===== src/hdl/aes_block_modes_ecb_cbc_ctr_core_assert.svh =====
// Assertion macros for the AES block-mode core
`ifndef AES_BLOCK_MODES_ECB_CBC_CTR_CORE_ASSERT_SVH
`define AES_BLOCK_MODES_ECB_CBC_CTR_CORE_ASSERT_SVH
`define AES_ASSERT_IMP(lbl, clk, rstn, a, c) \
  lbl: assert property (@(posedge clk) disable iff (!rstn) (a) |-> (c)) \
    else $error("assertion failed");
`define AES_ASSERT_NXT(lbl, clk, rstn, a, c) \
  lbl: assert property (@(posedge clk) disable iff (!rstn) (a) |=> (c)) \
    else $error("assertion failed");
`endif


===== src/hdl/abm_ram.sv =====
// Generic single-port-write, single-read RAM with registered read
`timescale 1ns / 1ps
`default_nettype none
module abm_ram #(
  parameter int unsigned Width = 64,
  parameter int unsigned Depth = 22
) (
  input  wire logic                     clk_i,
  input  wire logic                     we_i,
  input  wire logic [$clog2(Depth)-1:0] waddr_i,
  input  wire logic [Width-1:0]         wdata_i,
  input  wire logic [$clog2(Depth)-1:0] raddr_i,
  output logic      [Width-1:0]         rdata_o
);
  logic [Width-1:0] mem [Depth];
  always_ff @(posedge clk_i) begin
    if (we_i) mem[waddr_i] <= wdata_i;
    rdata_o <= mem[raddr_i];
  end
endmodule
`default_nettype wire


===== config.mk =====
export PLATFORM = sky130hd
export DESIGN_NAME = abm_ram
export DESIGN_NICKNAME = d
export VERILOG_FILES = /design/src/hdl/aes_block_modes_ecb_cbc_ctr_core_assert.svh /design/src/hdl/abm_ram.sv
export SDC_FILE = /design/constraint.sdc
export NUM_CORES = 1
export LEC_CHECK = 0
export ABC_AREA = 1
export BUFFER_PORTS_ARGS = -buffer_cell sky130_fd_sc_hd__buf_2
export CELL_PAD_IN_SITES_DETAIL_PLACEMENT = 0
export CELL_PAD_IN_SITES_GLOBAL_PLACEMENT = 2
export CORE_ASPECT_RATIO = 0.8
export CORE_UTILIZATION = 47
export DETAILED_ROUTE_END_ITERATION = 16
export GPL_TIMING_DRIVEN = 0
export MAX_ROUTING_LAYER = met4
export PLACE_DENSITY = 0.84
export SLEW_MARGIN = 40
export SYNTH_ARGS = -nofsm -noshare
export SYNTH_HDL_FRONTEND = slang
export SYNTH_SLANG_ARGS = --single-unit
export TNS_END_PERCENT = 10

===== constraint.sdc =====
create_clock -name clk_i -period 9.15 [get_ports clk_i]
set_clock_uncertainty 0.1 [all_clocks]
set_input_delay 1.83 -clock clk_i [delete_from_list [all_inputs] [get_ports clk_i]]
set_output_delay 1.83 -clock clk_i [all_outputs]
set_load 0.01 [all_outputs]

# Word-level counts from Yosys, hierarchy flattened
# Memory sizes are Yosys's and may differ from the RTL's. A register that Yosys moved wholly into a read port is not among the register bits.
# Index checks and enable logic that the tools add are counted.
op_classes:
  muxes: 2
ops:
  columns: ["op", "n"]
  rows:
  - ["$mux W1", 2]
totals:
  register_bits: 0
  mem_bits_rw: 1408
  inputBits: 76
  output_inout_bits: 64
  wordCells: 3
  mem_count: 1
memory_table:
  columns: ["memory", "words", "width", "rd", "rd_clocked_by_memory_dff", "wr", "line_no", "text"]
  rows:
  - ["mem", 22, 64, 1, 1, 1, "abm_ram.sv:15", "logic [Width-1:0] mem [Depth];"]

# Longest topological paths before layout
# Gate-level depths: netlist of the first run.
depth:
  word_depth: 2
  mapped_depth: 12
  depth_no_buf: 9

# Worst setup path before layout of the first run
# Ideal clock, no wire load.
synth_timing:
  kind: "input-to-reg"
  startpoint: "input port waddr_i[1]"
  endpoint: "memory mem[0][0], enable pin"
  setup_ps: 486
  arrival_ps: 4763
  required_ps: 8564
  slack_ps: 3801
  stages: 3
  n_path_buf: 0
  cell_sequence: "inv_1 nand3_1 nor2_1"
synth_rtl:
  columns: ["item", "line_no", "text"]
  rows:
  - ["start, declared", "abm_ram.sv:10", "input wire logic [$clog2(Depth)-1:0] waddr_i,"]
  - ["end, declared", "abm_ram.sv:15", null]
# Straight into the memory's write port.

==> results.md, run 1 <==
* Number of synthesized flops with an enable pin at 1408
* Worst path depth at 10
* Max-slew violations at 0
* Skew-Pair Late Insertion Delay at between 700 and 800 ps
* Starting Density at 0.476
* Dpl hpwl at around 120 mm
* Cell mode on critical path: buf_2
* Yosys reg bits at 1472
* Power density cells at roughly 210 nW/um2
* Class of the worst hold path: flip-flop to flip-flop
* Final nets at 5231
* Crit-path max cell delay at 760 ps
* Grt total ovfl at 0
* Worst EP required at approximately 9700 ps
* Crit-path cells: buf_2 -> inv_2 -> buf_6 -> buf_6 -> buf_2 -> buf_2 -> nor2_1 -> o21ai_1 -> nand2_1 -> nand2_1
* Top cells by count, synth: nand2_1 (1792), edfxtp_1 (1408), nand3_1 (970), buf_2 (151), nor2_1 (86)
* Initial drt markers at 4336
* Post-CTS resize count at 0
* Num CTS Buffers at approximately 150
* Die Area at roughly 120000 um2
* Warning count from the yosys run at 0
* Top post-synthesis cells by area: edfxtp_1 (73%), nand2_1 (12%), nand3_1 (8.4%), dfxtp_1 (2.2%), buf_2 (1.3%)
* RSZ-0062 raised after global routing: false
* F_max at approximately 0.28 GHz
* Max-slew headroom at 0.383
* Max-Cap Viols at 0
* Syn Nets at a little under 5k
* Clk slew on worst S/H paths at roughly 60 ps
* Tot Pwr at roughly 14 mW
* Tightest Pin Transition at ~900 ps
* Placed Area at approximately 63000 um2
* # DRC at 0
* Yosys cell types at 14
* Hold Buf Count CTS at 0
* CTS tree: yes
* Gp weighted congestion at roughly 0.81
* Setup Fix Bufs, Post-CTS at 0
* Drt wl/cell at ~25 um
* Critical path's slowest cell: buf_2
* I/O pins at 140
* Worst EP arrival at 4210 ps
* Leak at between 20 and 25 nW
* CP delay by family, top: buffers and inverters
* Syn_area_per_cell at around 12 um2
* CTS Buffer Depth at 3
* Share of layout cells above drive strength 1 at 0.133
* CP Capture Type: flip-flop
* Cells on worst reg2reg path at 8
* Final instance area at roughly 68000 um2
* Vias at around 38k
* CP Class: input port to flip-flop
* Total global-route track usage at 0.287
* Core box area at 121000 um2
* First-pass GRT wire length at ~250 mm
* Most common flop cell mapped by yosys: edfxtp_1
* Row Count at between 100 and 150
* RR Endpoint: rdata_o[61]$_DFF_P_
* Final setup viols at 0
* Max VDD drop at around 0.00016 V
* Root buf cell: clkbuf_16
* Final ANT Viol Nets at 0
* Clock sink count at ~1.5k
* Crit path capture: rdata_o[37]$_DFF_P_
* Largest net degree at the start of global routing at 23
* Top-count cell post-synth: nand2_1
* Vias in the first global route at 35.8k
* Final count of hold timing violations at 0
* CP max FO at 12
* Die height at 315 um
* Final period util at 0.397
* R2R Setup Slk at between 7000 and 8000 ps
* Status: finished, final reports clean
* Worst setup margin at 5520 ps
* Die Width at ~390 um
* Yosys top cell by area: edfxtp_1
* Drt first pass iters at 5
* Ys async rst share at 0
* Area delta synth->final at 17.0%
* Share of the synthesized area in the top cell type at 0.733
* Worst slack, placed at about 4800 ps
* Initial antenna violation count at 8
* Htree depth at 4
* Port Buffer Count at 138
* Period minus WS final at ~3600 ps
* WL final at 172 mm
* Via/cell ratio at between 5 and 6
* Syn Std Cell Area at just under 60000 um2
* Register area share after synthesis at 0.755
* CP Launch Point: raddr_i[0]
* Startpoint types: input port
* Buf+Inv Stages, Crit Path at 6
* Post-Syn Instances at between 4k and 5k
* R2R Path Start: mem[12][61]$_DFFE_PP_
* Setup TNS at 0 ps
==> tightest hold or removal path, cell delays in order, from the launching register on <==
cell and delay, ps:
edfxtp_1 320, nor2_1 40, o21ai_1 110, nand2_1 50, nand2_1 50
==> logic make-up after synthesis <==
kind of cell           after synthesis  synth area share
and+or+nand+nor                   2848             0.206
DFF                               1472             0.755
buffers and inverters              305            0.0279
AOI/OAI and AO/OA                  128            0.0111
==> per-layer routing <==
metal  global-route usage  up-vias  routed length (um)
li1                     -    17505                   -
met1                0.419    18863               77700
met2                0.420     1665               75900
met3               0.0526      215               15500
met4               0.0643        0                3260
met5                    -        -                   0
==> layout by cell type (no fill, tap or decap) <==
cell / netlist / layout
buf_1: 20 / 16
buf_16: 0 / 46
buf_2: 151 / 291
buf_4: 57 / 59
buf_6: 8 / 9
buf_8: 0 / 66
bufinv_16: 0 / 7
clkbuf_1: 59 / 92
clkbuf_16: 0 / 155
clkbuf_2: 0 / 6
clkbuf_4: 0 / 2
clkbuf_8: 0 / 11
clkinv_1: 0 / 27
clkinv_2: 0 / 14
clkinv_4: 0 / 1
clkinvlp_4: 0 / 3
dfxtp_1: 64 / 64
diode_2: 0 / 3
edfxtp_1: 1408 / 1408
inv_1: 6 / 6
inv_2: 4 / 4
inv_6: 0 / 3
nand2_1: 1792 / 1792
nand3_1: 970 / 970
nor2_1: 86 / 64
nor2_4: 0 / 22
o21ai_0: 68 / 68
o21ai_1: 60 / 60
==> metrics by stage <==
step,utilization,hold slack [ps],cells
5_1_grt,0.557,550,6891
3_5_place_dp,0.519,493,6628
3_3_place_gp,0.498,494,6515
4_1_cts,0.557,509,6890
2_1_floorplan,-,472,4753
6_report,0.557,502,6893
==> area by class of cell <==
| type | instances | area (um2) |
|---|---|---|
| fillers | 10126 | 53700 |
| flip-flops and latches | 1472 | 43600 |
| multi-input cells | 2976 | 12700 |
| clock buffers | 207 | 4180 |
| repair buffers | 251 | 2960 |
| well taps | 1624 | 2030 |
| plain buffers | 295 | 1600 |
| clock inverters | 55 | 439 |
| inverters | 10 | 37.5 |
| diodes | 3 | 7.51 |
==> flip-flops by register name (all words and copies together), names as in the netlist <==
register,cells
mem,1408
rdata_o,64
==> report_power, final <==
| group | internal (mW) | switching, mW | total (mW) |
|---|---|---|---|
| logic | 0.253 | 0.713 | 0.966 |
| registers | 7.49 | 0.0231 | 7.51 |
| clock network | 3.37 | 2.49 | 5.87 |
| total | 11.1 | 3.23 | 14.3 |
==> worst min path at each step <==
| stage | start | endpoint | slack, ps | depth (start not counted) |
|---|---|---|---|---|
| 4_1_cts | mem[21][22]$_DFFE_PP_ | rdata_o[22]$_DFF_P_ | 510 | 4 |
| 3_3_place_gp | mem[21][20]$_DFFE_PP_ | rdata_o[20]$_DFF_P_ | 490 | 4 |
| 3_5_place_dp | mem[21][14]$_DFFE_PP_ | rdata_o[14]$_DFF_P_ | 490 | 4 |
| 5_1_grt | mem[21][48]$_DFFE_PP_ | rdata_o[48]$_DFF_P_ | 550 | 4 |
| 2_1_floorplan | mem[21][10]$_DFFE_PP_ | rdata_o[10]$_DFF_P_ | 470 | 4 |
| 6_report | mem[21][49]$_DFFE_PP_ | rdata_o[49]$_DFF_P_ | 500 | 4 |
No activity file was read; power rests on OpenSTA's default activity.
==> run 2, diff against run 1 <==
- CORE_UTILIZATION: 47 -> 43
- PLACE_DENSITY: 0.84 -> 0.78
- clock period: 9.15 -> 3.7 ns (I/O delays scaled with it)
==> run 2 against run 1 <==
Wire length up 2.5%. Combinational power up 150%. Sequential share of layout area down 0.33 points. Final cell count up 2.2%. Clock power rose to 2.6 times the previous value. Non-clock buffer count unchanged. Core utilization down 4.4 points. Via count down 1.1%. Register-to-register slack worse by 5500 ps. First-iteration DRC count down 12%. Die area up 9.2%.
==> results.md, run 2 (synthesized netlist as in run 1, its figures left out) <==
* Status: finished, final reports clean
* Reg with most FFs: mem
* Max FFs per register at about 1.4k
* Max-Cap Viols at 0
* CP Launch Point: waddr_i[1]
* Vias at about 38k
* # DRC at 0
* Initial antenna violation count at 12
* Port Buffer Count at roughly 140
* Final ANT Viol Nets at 0
* Crit-path cells: buf_2 -> inv_1 -> nand3_1 -> nor2_4 -> buf_8 -> buf_8 -> buf_8 -> buf_16
* Grt total ovfl at 0
* R2R Path Start: mem[4][2]$_DFFE_PP_
* Starting Density at 0.436
* Most common cell after layout, fill and taps aside: nand2_1
* CTS tree: yes
* I/O pins at 140
* Final Non-Filler Cells at slightly above 7k
* Initial drt markers at 3818
* Max-slew violations at 0
* WL final at ~180 mm
* Share of layout cells above drive strength 1 at 0.137
* Htree depth at 4
* RSZ-0062 raised after global routing: false
* Max-slew headroom at 0.451
* Core box area at roughly 130000 um2
* Root buf cell: clkbuf_16
* Die Area at ~140000 um2
* Leading registers by flop count: mem (1408), rdata_o (64)
* Hold Buf Count CTS at 0
* Final nets at ~5.2k
* Worst setup margin at around 1100 ps
* Worst slack, placed at between 300 and 400 ps
* Setup TNS at 0 ps
* Tightest Pin Transition at a little over 800 ps
* Worst EP required at roughly 4100 ps
* Leak at about 25 nW
* F_max at roughly 0.39 GHz
* Final period util at 0.696
* Skew-Pair Late Insertion Delay at between 700 and 800 ps
* Critical path's slowest cell: nor2_4
* Worst EP arrival at slightly below 3000 ps
* Setup Fix Bufs, Post-CTS at 0
* Commonest cells after routing, fill and taps aside: nand2_1 (1792), edfxtp_1 (1408), nand3_1 (970)
* Drt wl/cell at 25.1 um
* Via/cell ratio at 5.37
* RR Endpoint: rdata_o[2]$_DFF_P_
* CP Class: input port to flip-flop
* R2R Setup Slk at between 2000 and 2500 ps
* Cells on worst reg2reg path at 8
* CP Capture Type: flip-flop
* Clk slew on worst S/H paths at 60 ps
* CP max FO at 13
* Largest net degree at the start of global routing at 23
* Cell mode on critical path: buf_8
* Area delta synth->final at 17.6%
* Final count of hold timing violations at 0
* Crit-path max cell delay at just over 700 ps
* Post-CTS resize count at 0
* WHS Path Cells at 1
* Vias in the first global route at 35.6k
* CTS Buffer Depth at 3
* Class of the worst hold path: input port to flip-flop
* Dpl hpwl at 119 mm
* First-pass GRT wire length at 253 mm
* Period minus WS final at about 2600 ps
* Num CTS Buffers at 151
* Power density cells at between 500 and 600 nW/um2
* Drt first pass iters at 6
* Die Width at roughly 400 um
* Final setup viols at 0
* Placed Cells at roughly 6.8k
* Max VDD drop at a little over 0.0005 V
* Crit path capture: mem[1][32]$_DFFE_PP_
* Total global-route track usage at 0.270
* Row Count at about 120
* Gp weighted congestion at ~0.8
* Die height at ~330 um
* Startpoint types: input port
* Clock sink count at ~1.5k
-- run 2: cell types whose count changed in the layout (fill, tap and decap cells not counted), moves of 3 or more --
cell / previous run / this run
clkinv_2: 14 / 26
clkbuf_8: 11 / 14
diode_2: 3 / 13
buf_8: 66 / 73
clkbuf_16: 155 / 158
clkinv_1: 27 / 13
buf_16: 46 / 39
clkinvlp_4: 3 / 0
-- run 2: final cells by class --
cell class / instances / area (um2)
fillers: 11451 / 64500
multi-input cells: 2976 / 12700
clock buffers: 215 / 4310
clock inverters: 58 / 543
inverters: 10 / 37.5
flip-flops and latches: 1472 / 43600
diodes: 13 / 32.5
plain buffers: 295 / 1600
well taps: 1754 / 2190
repair buffers: 251 / 2880
-- run 2: critical path, delay by kind of cell --
kind	cells	cell delay [ps]
buf+inv	6	990
simple gates	2	1170
-- run 2: metrics by stage --
step / hold slack (ps) / utilization / total power [mW] / instance area [um2]
finish: 270 / 0.513 / 36.1 / 67900
global route: 251 / 0.513 / 37.1 / 67900
CTS: 226 / 0.512 / 36.3 / 67800
detailed placement: 487 / 0.476 / 21.3 / 63000
global placement: 492 / 0.458 / 21.3 / 60600
floorplan: 472 / - / 20.1 / 57700
-- run 2: per-layer routing --
layer	up-vias	part of all wire	track usage
li1	17528	-	-
met1	18677	0.47	0.396
met2	1399	0.43	0.381
met3	218	0.081	0.0559
met4	0	0.020	0.0684
met5	-	0	-
-- run 2: where the power goes --
part	switching [mW]	internal (mW)	leakage [nW]
sequential	0.0564	18.5	13.2
combinational	1.79	0.625	9.40
clock	6.42	8.68	2.40
-- run 2: how the worst min path moves through the flow --
stage,from,slack (ps),endpoint
2_1_floorplan,mem[21][10]$_DFFE_PP_,470,rdata_o[10]$_DFF_P_
3_3_place_gp,mem[21][21]$_DFFE_PP_,490,rdata_o[21]$_DFF_P_
3_5_place_dp,mem[21][49]$_DFFE_PP_,490,rdata_o[49]$_DFF_P_
4_1_cts,wdata_i[48],230,mem[20][48]$_DFFE_PP_
5_1_grt,wdata_i[48],250,mem[9][48]$_DFFE_PP_
6_report,wdata_i[48],270,mem[20][48]$_DFFE_PP_
